**src/sv/jse_pkg.sv**
```systemverilog
// ----------------------------------------------------------------------------
// jse_pkg
// Shared types, command and error codes, and character constants for the
// streaming JSON text emitter.
// ----------------------------------------------------------------------------
package jse_pkg;

    typedef enum logic [3:0] {
        CMD_OPEN     = 4'd0,
        CMD_ENTRY    = 4'd1,
        CMD_KEYOPEN  = 4'd2,
        CMD_KEYBYTE  = 4'd3,
        CMD_KEYCLOSE = 4'd4,
        CMD_STROPEN  = 4'd5,
        CMD_STRBYTE  = 4'd6,
        CMD_STRCLOSE = 4'd7,
        CMD_RAW      = 4'd8,
        CMD_CLOSE    = 4'd9,
        CMD_CLOSEALL = 4'd10
    } cmd_t;

    localparam logic [2:0] ERR_OK        = 3'd0;
    localparam logic [2:0] ERR_FINISHED  = 3'd1;
    localparam logic [2:0] ERR_EMPTY     = 3'd2;
    localparam logic [2:0] ERR_KIND      = 3'd3;
    localparam logic [2:0] ERR_EMPTY_KEY = 3'd4;
    localparam logic [2:0] ERR_OVERFLOW  = 3'd5;

    localparam logic KIND_ARRAY  = 1'b0;
    localparam logic KIND_OBJECT = 1'b1;

    localparam logic [7:0] CH_QUOTE     = 8'h22;
    localparam logic [7:0] CH_BACKSLASH = 8'h5C;
    localparam logic [7:0] CH_SLASH     = 8'h2F;
    localparam logic [7:0] CH_BS        = 8'h08;
    localparam logic [7:0] CH_FF        = 8'h0C;
    localparam logic [7:0] CH_LF        = 8'h0A;
    localparam logic [7:0] CH_CR        = 8'h0D;
    localparam logic [7:0] CH_TAB       = 8'h09;
    localparam logic [7:0] CH_LBRACE    = 8'h7B;
    localparam logic [7:0] CH_RBRACE    = 8'h7D;
    localparam logic [7:0] CH_LBRACKET  = 8'h5B;
    localparam logic [7:0] CH_RBRACKET  = 8'h5D;
    localparam logic [7:0] CH_COLON     = 8'h3A;
    localparam logic [7:0] CH_COMMA     = 8'h2C;
    localparam logic [7:0] CH_LOWER_B   = 8'h62;
    localparam logic [7:0] CH_LOWER_F   = 8'h66;
    localparam logic [7:0] CH_LOWER_N   = 8'h6E;
    localparam logic [7:0] CH_LOWER_R   = 8'h72;
    localparam logic [7:0] CH_LOWER_T   = 8'h74;

    // One level of the nesting stack.
    typedef struct packed {
        logic kind;
        logic first;
    } entry_t;

    localparam entry_t ENTRY_RESET = '{kind: KIND_ARRAY, first: 1'b1};

    // Stack command that travels down the cell chain.
    typedef struct packed {
        logic push;
        logic pop;
        logic clr_first;
        logic push_kind;
    } stack_op_t;

    // Character that follows the backslash of an escape, or zero if the byte
    // goes out unchanged.
    function automatic logic [7:0] esc_char(input logic [7:0] b);
        logic [7:0] e;
        case (b)
            CH_QUOTE:     e = CH_QUOTE;
            CH_BACKSLASH: e = CH_BACKSLASH;
            CH_SLASH:     e = CH_SLASH;
            CH_BS:        e = CH_LOWER_B;
            CH_FF:        e = CH_LOWER_F;
            CH_LF:        e = CH_LOWER_N;
            CH_CR:        e = CH_LOWER_R;
            CH_TAB:       e = CH_LOWER_T;
            default:      e = 8'h00;
        endcase
        return e;
    endfunction

endpackage

```
**src/sv/jse_cell.sv**
```systemverilog
// ----------------------------------------------------------------------------
// jse_cell
// One level of the nesting stack: holds a collection kind and a first-entry
// flag and shifts toward either neighbor on push or pop.
// ----------------------------------------------------------------------------
module jse_cell
    import jse_pkg::*;
(
    input  logic      clk,
    input  logic      rst_n,
    input  stack_op_t op,
    input  logic      clr,
    input  entry_t    from_up,
    input  entry_t    from_down,
    output entry_t    q
);

    entry_t q_reg;
    entry_t q_next;

    always_comb
    begin
        q_next = q_reg;
        if (op.push)
        begin
            q_next = from_up;
        end
        else if (op.pop)
        begin
            q_next = from_down;
        end
        else if (clr)
        begin
            q_next.first = 1'b0;
        end
    end

    always_ff @(posedge clk or negedge rst_n)
    begin
        if (!rst_n)
        begin
            q_reg <= ENTRY_RESET;
        end
        else
        begin
            q_reg <= q_next;
        end
    end

    assign q = q_reg;

endmodule

```
**src/sv/jse_stack.sv**
```systemverilog
// ----------------------------------------------------------------------------
// jse_stack
// Nesting stack built as a chain of cells. Cell 0 is the top of the stack;
// a push shifts every level one cell down, a pop shifts them one cell up.
// ----------------------------------------------------------------------------
module jse_stack
    import jse_pkg::*;
#(
    parameter int DEPTH = 32
)
(
    input  logic      clk,
    input  logic      rst_n,
    input  stack_op_t op,
    output entry_t    top
);

    entry_t cell_q [DEPTH];

    genvar i;
    generate
        for (i = 0; i < DEPTH; i++)
        begin : g_cell
            entry_t up_d;
            entry_t down_d;
            logic   clr_d;

            if (i == 0)
            begin : g_top
                assign up_d  = '{kind: op.push_kind, first: 1'b1};
                assign clr_d = op.clr_first;
            end
            else
            begin : g_mid
                assign up_d  = cell_q[i-1];
                assign clr_d = 1'b0;
            end

            if (i == DEPTH - 1)
            begin : g_bottom
                assign down_d = ENTRY_RESET;
            end
            else
            begin : g_inner
                assign down_d = cell_q[i+1];
            end

            jse_cell u_cell (
                .clk       (clk),
                .rst_n     (rst_n),
                .op        (op),
                .clr       (clr_d),
                .from_up   (up_d),
                .from_down (down_d),
                .q         (cell_q[i])
            );
        end
    endgenerate

    assign top = cell_q[0];

endmodule

```
**src/sv/json_stream_emitter.sv**
```systemverilog
// ----------------------------------------------------------------------------
// json_stream_emitter
// Streaming JSON serializer: turns serializer commands into JSON text bytes,
// inserting separators, quoting and escaping, with a nesting stack of cells.
// ----------------------------------------------------------------------------
//  Channel  | Dir | Carries
//  ---------+-----+-----------------------------------------------------------
//  s_*      | in  | one serializer command per transaction
//  m_*      | out | one text byte or one status result per transaction
//
//  Commands that yield one result can follow each other every cycle unless
//  the output stalls; two-byte results (escapes, separators before a key,
//  key close) keep their second byte in the single pending-byte register
//  behind the output register. Close-all pops one level per cycle while the
//  output is free, emitting its closing byte. Reset clears the stack and
//  all control state at once; no clearing pass is needed. A stalled output
//  holds its result and blocks new commands until the slot frees.
// ----------------------------------------------------------------------------
module json_stream_emitter
    import jse_pkg::*;
#(
    parameter int STACK_DEPTH = 32
)
(
    input  logic       clk,
    input  logic       rst_n,
    input  logic       s_tvalid,
    output logic       s_tready,
    input  logic [7:0] s_tdata,   // [7:0] data_byte
    input  logic [4:0] s_tuser,   // [3:0] cmd, [4] coll_kind
    output logic       m_tvalid,
    input  logic       m_tready,
    output logic [7:0] m_tdata,   // [7:0] text_byte
    output logic [3:0] m_tuser,   // [0] byte_valid, [3:1] error_code
    output logic       m_tlast
);

    localparam int LW = $clog2(STACK_DEPTH + 1);
    localparam logic [LW-1:0] LEVEL_FULL = LW'(STACK_DEPTH);
    localparam logic [LW-1:0] LEVEL_ONE  = LW'(1);

    typedef enum logic [1:0] {
        ST_IDLE  = 2'b01,
        ST_CLOSE = 2'b10
    } state_t;

    state_t       state_reg, state_next;
    logic [LW-1:0] level_reg, level_next;
    logic         started_reg, started_next;
    logic         key_seen_reg, key_seen_next;

    logic         out_valid_reg, out_valid_next;
    logic [7:0]   out_byte_reg, out_byte_next;
    logic         out_bv_reg, out_bv_next;
    logic [2:0]   out_err_reg, out_err_next;
    logic         out_last_reg, out_last_next;

    logic         pend_valid_reg, pend_valid_next;
    logic [7:0]   pend_byte_reg, pend_byte_next;

    stack_op_t    op;
    entry_t       top;

    logic [3:0]   in_cmd;
    logic         in_kind;
    logic [7:0]   in_byte;
    logic         accept;
    logic         slot_free;
    logic         finished;
    logic         empty;

    // Decoded effect of the command at the input.
    logic [2:0]   d_err;
    logic [1:0]   d_nbytes;
    logic [7:0]   d_b0;
    logic [7:0]   d_b1;
    logic         d_push;
    logic         d_pop;
    logic         d_clr;
    logic         d_start;
    logic         d_key_set;
    logic         d_key_clr;
    logic         d_closeall;
    logic [7:0]   esc;

    assign in_cmd  = s_tuser[3:0];
    assign in_kind = s_tuser[4];
    assign in_byte = s_tdata;

    assign slot_free = !out_valid_reg || m_tready;
    assign s_tready  = (state_reg == ST_IDLE) && !pend_valid_reg && slot_free;
    assign accept    = s_tvalid && s_tready;

    assign finished = started_reg && (level_reg == '0);
    assign empty    = (level_reg == '0);
    assign esc      = esc_char(in_byte);

    always_comb
    begin
        d_err      = ERR_OK;
        d_nbytes   = 2'd0;
        d_b0       = 8'h00;
        d_b1       = 8'h00;
        d_push     = 1'b0;
        d_pop      = 1'b0;
        d_clr      = 1'b0;
        d_start    = 1'b0;
        d_key_set  = 1'b0;
        d_key_clr  = 1'b0;
        d_closeall = 1'b0;
        case (in_cmd)
            CMD_OPEN:
            begin
                if (finished)
                    d_err = ERR_FINISHED;
                else if (level_reg == LEVEL_FULL)
                    d_err = ERR_OVERFLOW;
                else
                begin
                    d_b0     = in_kind ? CH_LBRACE : CH_LBRACKET;
                    d_nbytes = 2'd1;
                    d_push   = 1'b1;
                    d_start  = 1'b1;
                end
            end
            CMD_ENTRY:
            begin
                if (empty)
                    d_err = ERR_EMPTY;
                else if (top.kind != KIND_ARRAY)
                    d_err = ERR_KIND;
                else if (top.first)
                    d_clr = 1'b1;
                else
                begin
                    d_b0     = CH_COMMA;
                    d_nbytes = 2'd1;
                end
            end
            CMD_KEYOPEN:
            begin
                if (empty)
                    d_err = ERR_EMPTY;
                else if (top.kind != KIND_OBJECT)
                    d_err = ERR_KIND;
                else
                begin
                    d_start   = 1'b1;
                    d_key_clr = 1'b1;
                    if (top.first)
                    begin
                        d_clr    = 1'b1;
                        d_b0     = CH_QUOTE;
                        d_nbytes = 2'd1;
                    end
                    else
                    begin
                        d_b0     = CH_COMMA;
                        d_b1     = CH_QUOTE;
                        d_nbytes = 2'd2;
                    end
                end
            end
            CMD_KEYBYTE, CMD_STRBYTE:
            begin
                if (finished)
                    d_err = ERR_FINISHED;
                else
                begin
                    d_start   = 1'b1;
                    d_key_set = (in_cmd == CMD_KEYBYTE);
                    if (esc != 8'h00)
                    begin
                        d_b0     = CH_BACKSLASH;
                        d_b1     = esc;
                        d_nbytes = 2'd2;
                    end
                    else
                    begin
                        d_b0     = in_byte;
                        d_nbytes = 2'd1;
                    end
                end
            end
            CMD_KEYCLOSE:
            begin
                if (!key_seen_reg)
                    d_err = ERR_EMPTY_KEY;
                else if (finished)
                    d_err = ERR_FINISHED;
                else
                begin
                    d_start   = 1'b1;
                    d_key_clr = 1'b1;
                    d_b0      = CH_QUOTE;
                    d_b1      = CH_COLON;
                    d_nbytes  = 2'd2;
                end
            end
            CMD_STROPEN, CMD_STRCLOSE:
            begin
                if (finished)
                    d_err = ERR_FINISHED;
                else
                begin
                    d_start  = 1'b1;
                    d_b0     = CH_QUOTE;
                    d_nbytes = 2'd1;
                end
            end
            CMD_RAW:
            begin
                if (finished)
                    d_err = ERR_FINISHED;
                else
                begin
                    d_start  = 1'b1;
                    d_b0     = in_byte;
                    d_nbytes = 2'd1;
                end
            end
            CMD_CLOSE:
            begin
                if (empty)
                    d_err = ERR_EMPTY;
                else
                begin
                    d_b0     = top.kind ? CH_RBRACE : CH_RBRACKET;
                    d_nbytes = 2'd1;
                    d_pop    = 1'b1;
                end
            end
            CMD_CLOSEALL:
            begin
                // With nothing to close this falls through to a status result.
                d_closeall = started_reg && !empty;
            end
            default:
            begin
                d_nbytes = 2'd0;
            end
        endcase
    end

    always_comb
    begin
        state_next      = state_reg;
        level_next      = level_reg;
        started_next    = started_reg;
        key_seen_next   = key_seen_reg;
        out_valid_next  = out_valid_reg;
        out_byte_next   = out_byte_reg;
        out_bv_next     = out_bv_reg;
        out_err_next    = out_err_reg;
        out_last_next   = out_last_reg;
        pend_valid_next = pend_valid_reg;
        pend_byte_next  = pend_byte_reg;
        op              = '{push: 1'b0, pop: 1'b0, clr_first: 1'b0, push_kind: in_kind};

        if (pend_valid_reg && slot_free)
        begin
            out_valid_next  = 1'b1;
            out_byte_next   = pend_byte_reg;
            out_bv_next     = 1'b1;
            out_err_next    = ERR_OK;
            out_last_next   = 1'b1;
            pend_valid_next = 1'b0;
        end
        else if ((state_reg == ST_CLOSE) && slot_free)
        begin
            out_valid_next = 1'b1;
            out_byte_next  = top.kind ? CH_RBRACE : CH_RBRACKET;
            out_bv_next    = 1'b1;
            out_err_next   = ERR_OK;
            out_last_next  = (level_reg == LEVEL_ONE);
            op.pop         = 1'b1;
            level_next     = level_reg - LEVEL_ONE;
            if (level_reg == LEVEL_ONE)
                state_next = ST_IDLE;
        end
        else if (accept)
        begin
            op.push      = d_push;
            op.pop       = d_pop;
            op.clr_first = d_clr;
            if (d_push)
                level_next = level_reg + LEVEL_ONE;
            else if (d_pop)
                level_next = level_reg - LEVEL_ONE;
            if (d_start)
                started_next = 1'b1;
            if (d_key_set)
                key_seen_next = 1'b1;
            else if (d_key_clr)
                key_seen_next = 1'b0;

            if (d_closeall)
            begin
                state_next     = ST_CLOSE;
                out_valid_next = 1'b0;
            end
            else if (d_nbytes == 2'd0)
            begin
                out_valid_next = 1'b1;
                out_byte_next  = 8'h00;
                out_bv_next    = 1'b0;
                out_err_next   = d_err;
                out_last_next  = 1'b1;
            end
            else
            begin
                out_valid_next  = 1'b1;
                out_byte_next   = d_b0;
                out_bv_next     = 1'b1;
                out_err_next    = ERR_OK;
                out_last_next   = (d_nbytes == 2'd1);
                pend_valid_next = (d_nbytes == 2'd2);
                pend_byte_next  = d_b1;
            end
        end
        else if (m_tready)
        begin
            out_valid_next = 1'b0;
        end
    end

    always_ff @(posedge clk or negedge rst_n)
    begin
        if (!rst_n)
        begin
            state_reg      <= ST_IDLE;
            level_reg      <= '0;
            started_reg    <= 1'b0;
            key_seen_reg   <= 1'b0;
            out_valid_reg  <= 1'b0;
            pend_valid_reg <= 1'b0;
        end
        else
        begin
            state_reg      <= state_next;
            level_reg      <= level_next;
            started_reg    <= started_next;
            key_seen_reg   <= key_seen_next;
            out_valid_reg  <= out_valid_next;
            pend_valid_reg <= pend_valid_next;
        end
    end

    always_ff @(posedge clk)
    begin
        out_byte_reg  <= out_byte_next;
        out_bv_reg    <= out_bv_next;
        out_err_reg   <= out_err_next;
        out_last_reg  <= out_last_next;
        pend_byte_reg <= pend_byte_next;
    end

    jse_stack #(
        .DEPTH (STACK_DEPTH)
    ) u_stack (
        .clk   (clk),
        .rst_n (rst_n),
        .op    (op),
        .top   (top)
    );

    assign m_tvalid = out_valid_reg;
    assign m_tdata  = out_byte_reg;
    assign m_tuser  = {out_err_reg, out_bv_reg};
    assign m_tlast  = out_last_reg;

`ifndef NO_ASSERTIONS
    // A pending second byte always sits behind a loaded first byte.
    a_pend_behind_out: assert property (@(posedge clk) disable iff (!rst_n)
        pend_valid_reg |-> out_valid_reg)
        else $error("pending byte without a result in the output register");

    // No command is taken while close-all is still walking the stack.
    a_no_accept_closing: assert property (@(posedge clk) disable iff (!rst_n)
        (state_reg == ST_CLOSE) |-> !s_tready)
        else $error("command accepted during close-all");

    // The nesting level never passes the stack depth.
    a_level_bound: assert property (@(posedge clk) disable iff (!rst_n)
        level_reg <= LEVEL_FULL)
        else $error("stack level beyond depth");

    // Close-all only runs while there is something to close.
    a_closing_nonempty: assert property (@(posedge clk) disable iff (!rst_n)
        (state_reg == ST_CLOSE) |-> (level_reg != '0))
        else $error("close-all running on an empty stack");
`endif

endmodule
```
**config.mk**
```make
export PLATFORM = sky130hd
export DESIGN_NAME = json_stream_emitter
export DESIGN_NICKNAME = d
export VERILOG_FILES = /design/src/sv/jse_pkg.sv /design/src/sv/jse_cell.sv /design/src/sv/jse_stack.sv /design/src/sv/json_stream_emitter.sv
export SDC_FILE = /design/constraint.sdc
export NUM_CORES = 1
export LEC_CHECK = 0
export BUFFER_PORTS_ARGS = -buffer_cell sky130_fd_sc_hd__buf_2
export CORE_MARGIN = 1
export CORE_UTILIZATION = 50
export CTS_CLUSTER_DIAMETER = 40
export CTS_CLUSTER_SIZE = 20
export DETAILED_ROUTE_END_ITERATION = 12
export PLACE_DENSITY = 0.78
export SLEW_MARGIN = 5
export SYNTH_ARGS = -nofsm -noshare
export SYNTH_HDL_FRONTEND = slang
export SYNTH_SLANG_ARGS = --single-unit
export TNS_END_PERCENT = 1
```
**constraint.sdc**
```tcl
create_clock -name clk -period 2.8 [get_ports clk]
set_clock_uncertainty 0.1 [all_clocks]
set_input_delay 0.7 -clock clk [delete_from_list [all_inputs] [get_ports clk]]
set_output_delay 0.7 -clock clk [all_outputs]
set_load 0.05 [all_outputs]
```
==> summary.md, run 1 <==
| Metric | Value |
|---|---|
| Leakage | 2.91 nW |
| WP data arrival | between 2 and 3 ns |
| Die width | between 100 and 150 um |
| Met2 wire length | approximately 5500 um |
| Relative slew slack | about 57% |
| Final nets | approximately 550 |
| Via count | roughly 4200 |
| CTS tree | done |
| Initial Utilization | 51.3% |
| Startpoint types | flop |
| Clk Tree Root Cell | clkbuf_8 |
| DR top layer | met4 |
| Inserted Clock Buffers | 9 |
| Area Overhead vs Synth | 11.9% |
| Post-synth EDFFs | 15 |
| Net Count, Synth | just over 500 |
| Finished Layout Cells | about 670 |
| HP Class | input pin to async pin |
| Crit path time final | 2.71 ns |
| Reg2Reg Depth | 8 |
| Residual DRC count | 0 |
| Cell Area, Synth | 5270 sq um |
| Inst Count DP | roughly 650 |
| Final period util | between 90% and 100% |
| Vias in the first global route | a little over 4000 |
| Most frequent cells in the layout | a22o_1 (62), a21o_1 (61), dfrtp_1 (43) |
| Max Clock Freq | 369 MHz |
| Port bufs | 31 |
| Status | finished clean |
| Fraction of registers with async set/reset | about 80% |
| Clk_lat worst skew | around 0.37 ns |
| Largest register FFs | 64 |
| Max Root-Sink Buffers | 2 |
| Drt via density | roughly 6.3 |
| Worst hold slack | roughly 0.25 ns |
| GR Overflow Total | 0 |
| P per Cell Area | between 400 and 500 nW/um^2 |
| Router iterations before antenna repair | 5 |
| Drt total wl | between 10000 and 15000 um |
| # rows | 37 |
| Setup violators final | 0 |
| DR iter-0 viols | between 400 and 500 |
| Distinct cell type count after synthesis | between 70 and 80 |
| Worst-Margin Slew | between 0.6 and 0.7 ns |
| HPWL after DPL | roughly 7800 um |
| Initial antenna violation count | 0 |
| Final Hold Violating Endpoints | 0 |
| Core ar. | 10300 sq um |
| DIE AREA | between 10000 and 15000 sq um |
| Unrepaired setup endpoints after global routing | yes |
| Req. time, crit path | 2.98 ns |
| Crit path capture type | flop |
| H-tree depth | 3 |
| I/O pin total | 32 |
| Top FF cell, synth | dfrtp_1 |
| Largest net degree at the start of global routing | a little under 80 |
| Synth Instances | approximately 500 |
| Area leader, netlist | dfrtp_1 |
| WS Path Type | flop to flop |
| DIE HEIGHT | 105 um |
| Synthesized area per cell | ~11 sq um |
| Post-synthesis sequential area ratio | about 47% |
| Met3 WL | 424 um |
| Yosys reg bits | 96 |
| TNS Setup | 0 ns |
| Peak VDD IR | around 290 uV |
| # Max-Cap Violations | 0 |
| Clk sinks | 96 |
| Final slew viol count | 0 |
| Drt wl/cell | between 15 and 20 um |
| Post-synth top area share | about a fifth |
| N_diodes | 0 |
| Most common cell after layout, fill and taps aside | a22o_1 |
| Worst Path Max Fanout | 33 |
| RD Place Congestion | slightly below 0.9 |
| GR Util All Layers | approximately 22% |
| Layout cells sized above 1 | about a quarter |
| ANT nets after route | 0 |
| Post-Route M1 WL | 5460 um |
| Area contributors post-synth | dfrtp_1 (20%), dfstp_2 (16%), a22o_1 (10%) |
| Clk slew on worst S/H paths | approximately 0.11 ns |
| First-pass GRT wire length | just under 20000 um |
| Synth warn | 0 |
final timing paths:
kind	startpoint	to	slack [ns]
min	rst_n	u_stack.g_cell[20].u_cell.q[1]	0.25
max	level_reg[1]	level_reg[1]	0.09
min reg2reg	out_err_reg[1]	out_err_reg[1]	0.36
min in group clk	out_err_reg[1]	out_err_reg[1]	0.36
max reg2reg	level_reg[1]	level_reg[1]	0.09
max in group asynchronous	rst_n	u_stack.g_cell[24].u_cell.q[0]	2.01
stage by stage:
stage	total power [mW]	instance area, sq um	setup slack [ns]	utilization, %
after floorplan	1.53	5270	0.00556	-
after global placement	1.61	5650	0.0699	54.9
after detailed placement	1.61	5650	-0.0114	54.9
after CTS	2.49	5830	0.0361	56.7
after global routing	2.58	5900	-0.0307	57.4
final	2.47	5900	0.0919	57.4
power breakdown:
group | switching (mW) | internal, mW | leakage [nW]
Sequential | 0.000777 | 1.42 | 1.12
Combinational | 0.107 | 0.0625 | 1.69
Clock | 0.539 | 0.344 | 0.0945
cells in the mapped netlist (3+ instances only):
cell type,count
ha_1,3
nand4_1,3
o31a_1,3
a21oi_1,10
a22o_1,62
dfxtp_1,5
nor2_1,30
nor4_1,3
buf_6,3
and2_1,4
a221o_1,3
buf_2,22
a21o_1,61
dfrtp_1,43
nand2_1,21
a31oi_1,3
o22ai_1,4
nor3_1,12
edfxtp_1,15
xnor2_1,7
nor2b_1,8
o21ai_0,24
nand3_1,8
o211ai_1,4
clkbuf_1,12
dfstp_2,33
mux2i_1,3
a211oi_1,5
a22oi_1,6
buf_4,4
nand2b_1,5
inv_1,9
logic make-up after synthesis:
group | count (synthesis) | synth area share, %
simple gates | 124 | 13.4
buf+inv | 50 | 4.79
compound gates | 214 | 31.7
flops | 96 | 47.3
xor+xnor | 8 | 1.33
fa+ha+maj | 3 | 0.712
mux | 4 | 0.783
worst max-delay path: stages (launching register included):
cell      delay [ns]
dfrtp_1         0.43
inv_1           0.16
ha_2            0.25
or4b_4          0.54
o211ai_2        0.29
o22ai_4         0.15
nor2_4          0.24
buf_12          0.22
mux2i_1         0.23
repair_timing:
item,4_1_cts,5_1_grt
endpoints found under the hold margin,0,0
setup buffers,0,2
resized for setup,0,10
endpoints found under the setup margin,0,26
hold buffers,0,0
final cells by class:
type | count | area [sq um]
clock buffer | 9 | 124
timing repair buffer | 62 | 442
sequential | 96 | 2490
fill | 876 | 4380
multi-input combinational | 355 | 2580
inverter | 9 | 33.8
clock inverter | 7 | 61.3
tap | 136 | 170
per-layer routing:
| layer | global-route usage, % | up-vias |
|---|---|---|
| li1 | - | 1983 |
| met1 | 30.9 | 2106 |
| met2 | 34.1 | 117 |
| met3 | 3.31 | 28 |
| met4 | 8.25 | 0 |
| met5 | 0 | - |
Note: power is estimated with default switching activity, not from simulation.
==> run 2: changes to the inputs <==
- BUFFER_PORTS_ARGS: -buffer_cell sky130_fd_sc_hd__buf_2 -> -buffer_cell sky130_fd_sc_hd__clkbuf_2
- PLACE_DENSITY: 0.78 -> 0.68
==> run 2 against run 1 <==
Total power increased by 1.4%. Core utilization grew 0.11 points. Final cell count up 0.74%. Design area rose by 0.19%. Worst hold slack got worse by 0.036 ns. Sequential power is essentially flat. Via count fell by 0.19%. Global-route usage increased by 0.14 points. Flip-flop and latch count stayed put. Critical endpoint is now out_bv_reg. Highest routed layer unchanged. Register-to-register slack improved by 0.06 ns. Setup slack gained 0.061 ns.
==> summary.md, run 2 (synthesis results as in run 1) <==
| Metric | Value |
|---|---|
| Status | finished clean |
| Top delay family on crit path | simple AND/OR/NAND/NOR gates |
| Fill count | 908 |
| Final slew viol count | 0 |
| P per Cell Area | around 420 nW/um^2 |
| CTS resizes | 0 |
| Relative slew slack | between 50 and 60% |
| Reg-to-reg slack, setup | 0.15 ns |
| Setup violators final | 0 |
| HP Class | input pin to async pin |
| Largest register FFs | 64 |
| Clk slew on worst S/H paths | ~0.11 ns |
| WS Path Type | flop to flop |
| Startpoint types | flop |
| Area Overhead vs Synth | 12.1% |
| Core ar. | around 10000 sq um |
| First-pass GRT wire length | 19400 um |
| Design Power | around 2.5 mW |
| Drt total wl | 11500 um |
| Drt via density | 6.22 |
| Critical-path cell list | inv_1 > ha_1 > or4b_4 > o21ai_0 > a211oi_1 > or2_4 > buf_4 > a221o_1 |
| Drt wl/cell | around 17 um |
| DIE AREA | about 11000 sq um |
| # hold bufs at CTS | 0 |
| Router iterations before antenna repair | 5 |
| Worst hold slack | 0.219 ns |
| Clk sinks | 96 |
| RD Place Congestion | 0.938 |
| Crit path time final | 2.65 ns |
| Crit path capture type | flop |
| GR Util All Layers | 22.0% |
| Most common cell after layout, fill and taps aside | a22o_1 |
| HPWL after DPL | slightly below 8000 um |
| Clk_lat worst skew | between 0.3 and 0.4 ns |
| Inserted Clock Buffers | 9 |
| Peak VDD IR | approximately 370 uV |
| DR iter-0 viols | 279 |
| Req. time, crit path | 2.98 ns |
| Max Clock Freq | 378 MHz |
| Unrepaired setup endpoints after global routing | no |
| ANT nets after route | 0 |
| TNS Setup | 0 ns |
| H-tree depth | 3 |
| Slowest CP cell | or4b_4 |
| Largest net degree at the start of global routing | 53 |
| Crit-path max cell delay | around 0.62 ns |
| Die width | 105 um |
| # rows | 37 |
| CTS tree | done |
| Final Hold Violating Endpoints | 0 |
| Clk Tree Root Cell | clkbuf_8 |
| Final period util | 94.5% |
| Worst-Margin Slew | 0.678 ns |
| WP data arrival | ~2.8 ns |
| Max Root-Sink Buffers | 2 |
| Residual DRC count | 0 |
| Leakage | slightly below 3 nW |
| Vias in the first global route | ~4000 |
| Final instance area | roughly 5900 sq um |
| Buffers & Inverters on Critical Path | 2 |
| Postcts setup bufs | 0 |
| I/O pin total | 32 |
| Via count | 4226 |
| DIE HEIGHT | 105 um |
| Worst Path Max Fanout | 18 |
| Initial Utilization | roughly half |
| Final nets | 558 |
| Layout cells sized above 1 | between 20% and 30% |
| Placed Area | 5720 sq um |
| GR Overflow Total | 0 |
| Initial antenna violation count | 0 |
| N_diodes | 0 |
| Most frequent cells in the layout | a22o_1 (62), a21o_1 (61), dfrtp_1 (43) |
| # Max-Cap Violations | 0 |
| Port bufs | 31 |
[run 2: area by class of cell]
type	instances	area, sq um	area share (%)
Inverter	9	33.8	0.571
Tap cell	136	170	2.88
Sequential cell	96	2490	42.2
Clock inverter	6	47.5	0.804
Multi-Input combinational cell	353	2530	42.7
Clock buffer	10	149	2.52
Timing Repair Buffer	69	493	8.34
[run 2: per-layer routing]
metal	vias up	share of wire [%]	global-route usage, %
met3	14	4.2	4.18
met2	92	46	33.8
met5	-	0	0
met1	2132	48	31.3
li1	1988	-	-
met4	0	1.5	7.34
[run 2: final timing paths]
kind,from,end,cells after the start
setup / recovery,level_reg[1],out_bv_reg,8
hold / removal,rst_n,m_tvalid,1
setup reg to reg,level_reg[1],out_bv_reg,8
hold reg to reg,out_err_reg[1],out_err_reg[1],2
max in group asynchronous,rst_n,u_stack.g_cell[10].u_cell.q[0],2
min in group clk,out_err_reg[1],out_err_reg[1],2
[run 2: per-stage QoR]
| step | util [%] | setup WS [ns] | std cells |
|---|---|---|---|
| 6_report | 57.5 | 0.153 | 679 |
| 5_1_grt | 57.5 | 0.0164 | 679 |
| 3_5_place_dp | 55.6 | 0.0448 | 663 |
| 3_3_place_gp | 55.6 | 0.0871 | 663 |
| 4_1_cts | 57.5 | 0.158 | 679 |
| 2_1_floorplan | - | 0.00556 | 499 |
[run 2: report_power, final]
part           leakage, nW  internal, mW  total, mW  switching (mW)
sequential            1.12          1.42       1.42        0.000844
combinational         1.73        0.0661      0.173           0.107
clock                0.101         0.389      0.914           0.526
==> run 3: changes to the inputs <==
- ABC_AREA: default -> 1
==> run 3 against run 2 <==
Non-clock buffer count is 28 lower. Global-route usage is 1.0 points higher. Clock power is 6.2% lower. Critical path type unchanged. Highest routed layer unchanged.
==> summary.md, run 3 <==
| Metric | Value |
|---|---|
| TNS Setup | 0 ns |
| Reg-to-reg slack, setup | about 0.28 ns |
| N_diodes | 0 |
| First-pass GRT wire length | 20400 um |
| Clock share of power | 17.4% |
| Area leader, netlist | dfrtp_1 |
| # hold bufs at CTS | 0 |
| Top delay family on crit path | simple AND/OR/NAND/NOR gates |
| Final instance area | 5810 sq um |
| Initial Utilization | 52.0% |
| Post-synth top area share | 20.0% |
| Post-synth EDFFs | 15 |
| Fin util | roughly 56% |
| Worst-Margin Slew | 0.879 ns |
| Final period util | 90.2% |
| Via count | about 4300 |
| Most common cell after layout, fill and taps aside | nand2_1 |
| Final slew viol count | 0 |
| ANT nets after route | 0 |
| Synth top cells by count | nand2_1 (142), inv_1 (93), o21ai_1 (64) |
| Buffers & Inverters on Critical Path | 2 |
| Reg2reg start | level_reg[0] |
| Inserted Clock Buffers | 9 |
| Max Root-Sink Buffers | 2 |
| GR Util All Layers | a little under a quarter |
| Port bufs | 31 |
| Most used cell, CP | nand2_1 |
| I/O pin total | 32 |
| Postcts setup bufs | 0 |
| CTS resizes | 0 |
| P per Cell Area | about 850 nW/um^2 |
| Drt wl/cell | approximately 14 um |
| Area Overhead vs Synth | 7.80% |
| Startpoint types | flop |
| Synthesized area per cell | ~8.4 sq um |
| Initial antenna violation count | 0 |
| Slowest CP cell | dfrtp_1 |
| HPWL after DPL | 8220 um |
| Drt total wl | approximately 12000 um |
| HP Class | input pin to async pin |
| DR iter-0 viols | around 320 |
| Drt via density | 5.37 |
| # rows | 37 |
| RD Place Congestion | around 0.9 |
| Logic gate share of total power | about a third |
| DIE AREA | 11200 sq um |
| Crit path time final | ~2.5 ns |
| # Max-Cap Violations | 0 |
| Largest register FFs | 64 |
| Most frequent cell after synthesis | nand2_1 |
| Layout cells sized above 1 | about 22% |
| Crit path capture type | flop |
| Clk_lat worst skew | approximately 0.37 ns |
| Residual DRC count | 0 |
| Critical-path cell list | inv_1 > ha_1 > nand3_2 > nand2_1 > nor2_2 > nor2_8 > nand2_8 > inv_2 > nand2_1 > o221ai_2 |
| Unrepaired setup endpoints after global routing | no |
| Final Hold Violating Endpoints | 0 |
| Crit-path max cell delay | around 0.46 ns |
| Final nets | just under 700 |
| Worst Path Max Fanout | 27 |
| Router iterations before antenna repair | 5 |
| Clk sinks | between 90 and 100 |
| Cell Area, Synth | ~5400 sq um |
| Largest net degree at the start of global routing | 71 |
| Worst r2r dst | u_stack.g_cell[11].u_cell.q[1] |
| Post-synthesis sequential area ratio | 46.3% |
| Net Count, Synth | 660 |
| Die width | 106 um |
| Reg2Reg Depth | 10 |
| Seq pwr share | a little under half |
| Placed Area | between 5000 and 6000 sq um |
| Yosys reg bits | 96 |
| Vias in the first global route | around 4200 |
| Internal power | 2.98 mW |
| Synth Instances | 640 |
| Distinct cell type count after synthesis | 43 |
| Clk slew on worst S/H paths | around 0.09 ns |
| Peak VDD IR | roughly 340 uV |
| Req. time, crit path | 2.99 ns |
| CTS tree | done |
| Clk Tree Root Cell | clkbuf_8 |
| Synth warn | 0 |
| Relative slew slack | 41.4% |
| Top FF cell, synth | dfrtp_1 |
| GR Overflow Total | 0 |
| Core ar. | between 10000 and 15000 sq um |
| Leakage | 2.69 nW |
| Status | finished clean |
| Area contributors post-synth | dfrtp_1 (20%), dfstp_2 (16%), nand2_1 (9.9%) |
| DIE HEIGHT | between 100 and 150 um |
| Most frequent cells in the layout | nand2_1 (142), inv_1 (93), o21ai_1 (64) |
| H-tree depth | 3 |
| WP data arrival | between 2 and 3 ns |
| Switch share | 39.5% |
| Fraction of registers with async set/reset | between 70% and 80% |
| Max Clock Freq | 396 MHz |
| WS Path Type | flop to flop |
| Setup violators final | 0 |
| Switch Pwr | 1.95 mW |
run 3: cell types whose count changed after synthesis, moves of 11 or more:
cell	delta
a22o_1	-62
inv_1	+84
a21o_1	-60
o21ai_1	+62
o221ai_2	+16
nand3_1	+19
clkbuf_1	-11
buf_2	-14
nand2_1	+121
run 3: cells by family (layout without fill, tap and decap cells):
family                   count (synthesis)  after routing  synth area share (%)
AO/OA/AOI/OAI                          156            156                  19.4
XOR/XNOR                                 6              6                 0.975
adder cells (fa/ha/maj)                  3              3                 0.697
buffers and inverters                  129            161                  10.9
flip-flops                              96             96                  46.3
AND/OR/NAND/NOR                        250            250                  21.7
run 3: stage by stage:
step	cells	total power, mW	setup slack [ns]	hold slack [ns]
floorplan	640	3.70	0.377	0.304
global placement	792	4.04	0.0883	0.336
detailed placement	792	4.10	0.0971	0.345
CTS	808	4.96	0.261	0.369
global route	808	5.29	0.000601	0.388
finish	808	4.92	0.276	0.357
run 3: power by group through the flow:
stage               combinational [mW]  sequential [mW]  clock (mW)
detailed placement                1.73             2.37           0
finish                            1.72             2.35       0.857
CTS                               1.73             2.35       0.882
global route                      1.94             2.41       0.938
global placement                  1.68             2.36           0
floorplan                         1.27             2.43           0
run 3: how the worst max path moves through the flow:
stage	startpoint	to	slack, ns	depth (start not counted)
2_1_floorplan	m_tvalid	out_err_reg[0]	0.38	9
3_3_place_gp	s_tdata[7]	pend_byte_reg[0]	0.09	14
3_5_place_dp	s_tdata[7]	pend_byte_reg[0]	0.1	14
4_1_cts	level_reg[0]	u_stack.g_cell[7].u_cell.q[0]	0.26	10
5_1_grt	level_reg[0]	u_stack.g_cell[1].u_cell.q[0]	0.0006	10
6_report	level_reg[0]	u_stack.g_cell[11].u_cell.q[1]	0.28	10
run 3: routing by layer:
metal  global-route usage (%)  wire length [um]  up-vias
li1                         -                 -     2177
met1                     34.3              5720     2020
met2                     34.3              5060      130
met3                     4.14               679       11
met4                     6.45               110        0
met5                        0                 0        -
run 3: area by class of cell:
class                   count  area (sq um)
fillers                   977          4560
flip-flops and latches     96          2490
multi-input cells         415          2310
inverters                 104           395
repair buffers             41           258
well taps                 136           170
clock buffers              12           155
clock inverters             4          27.5
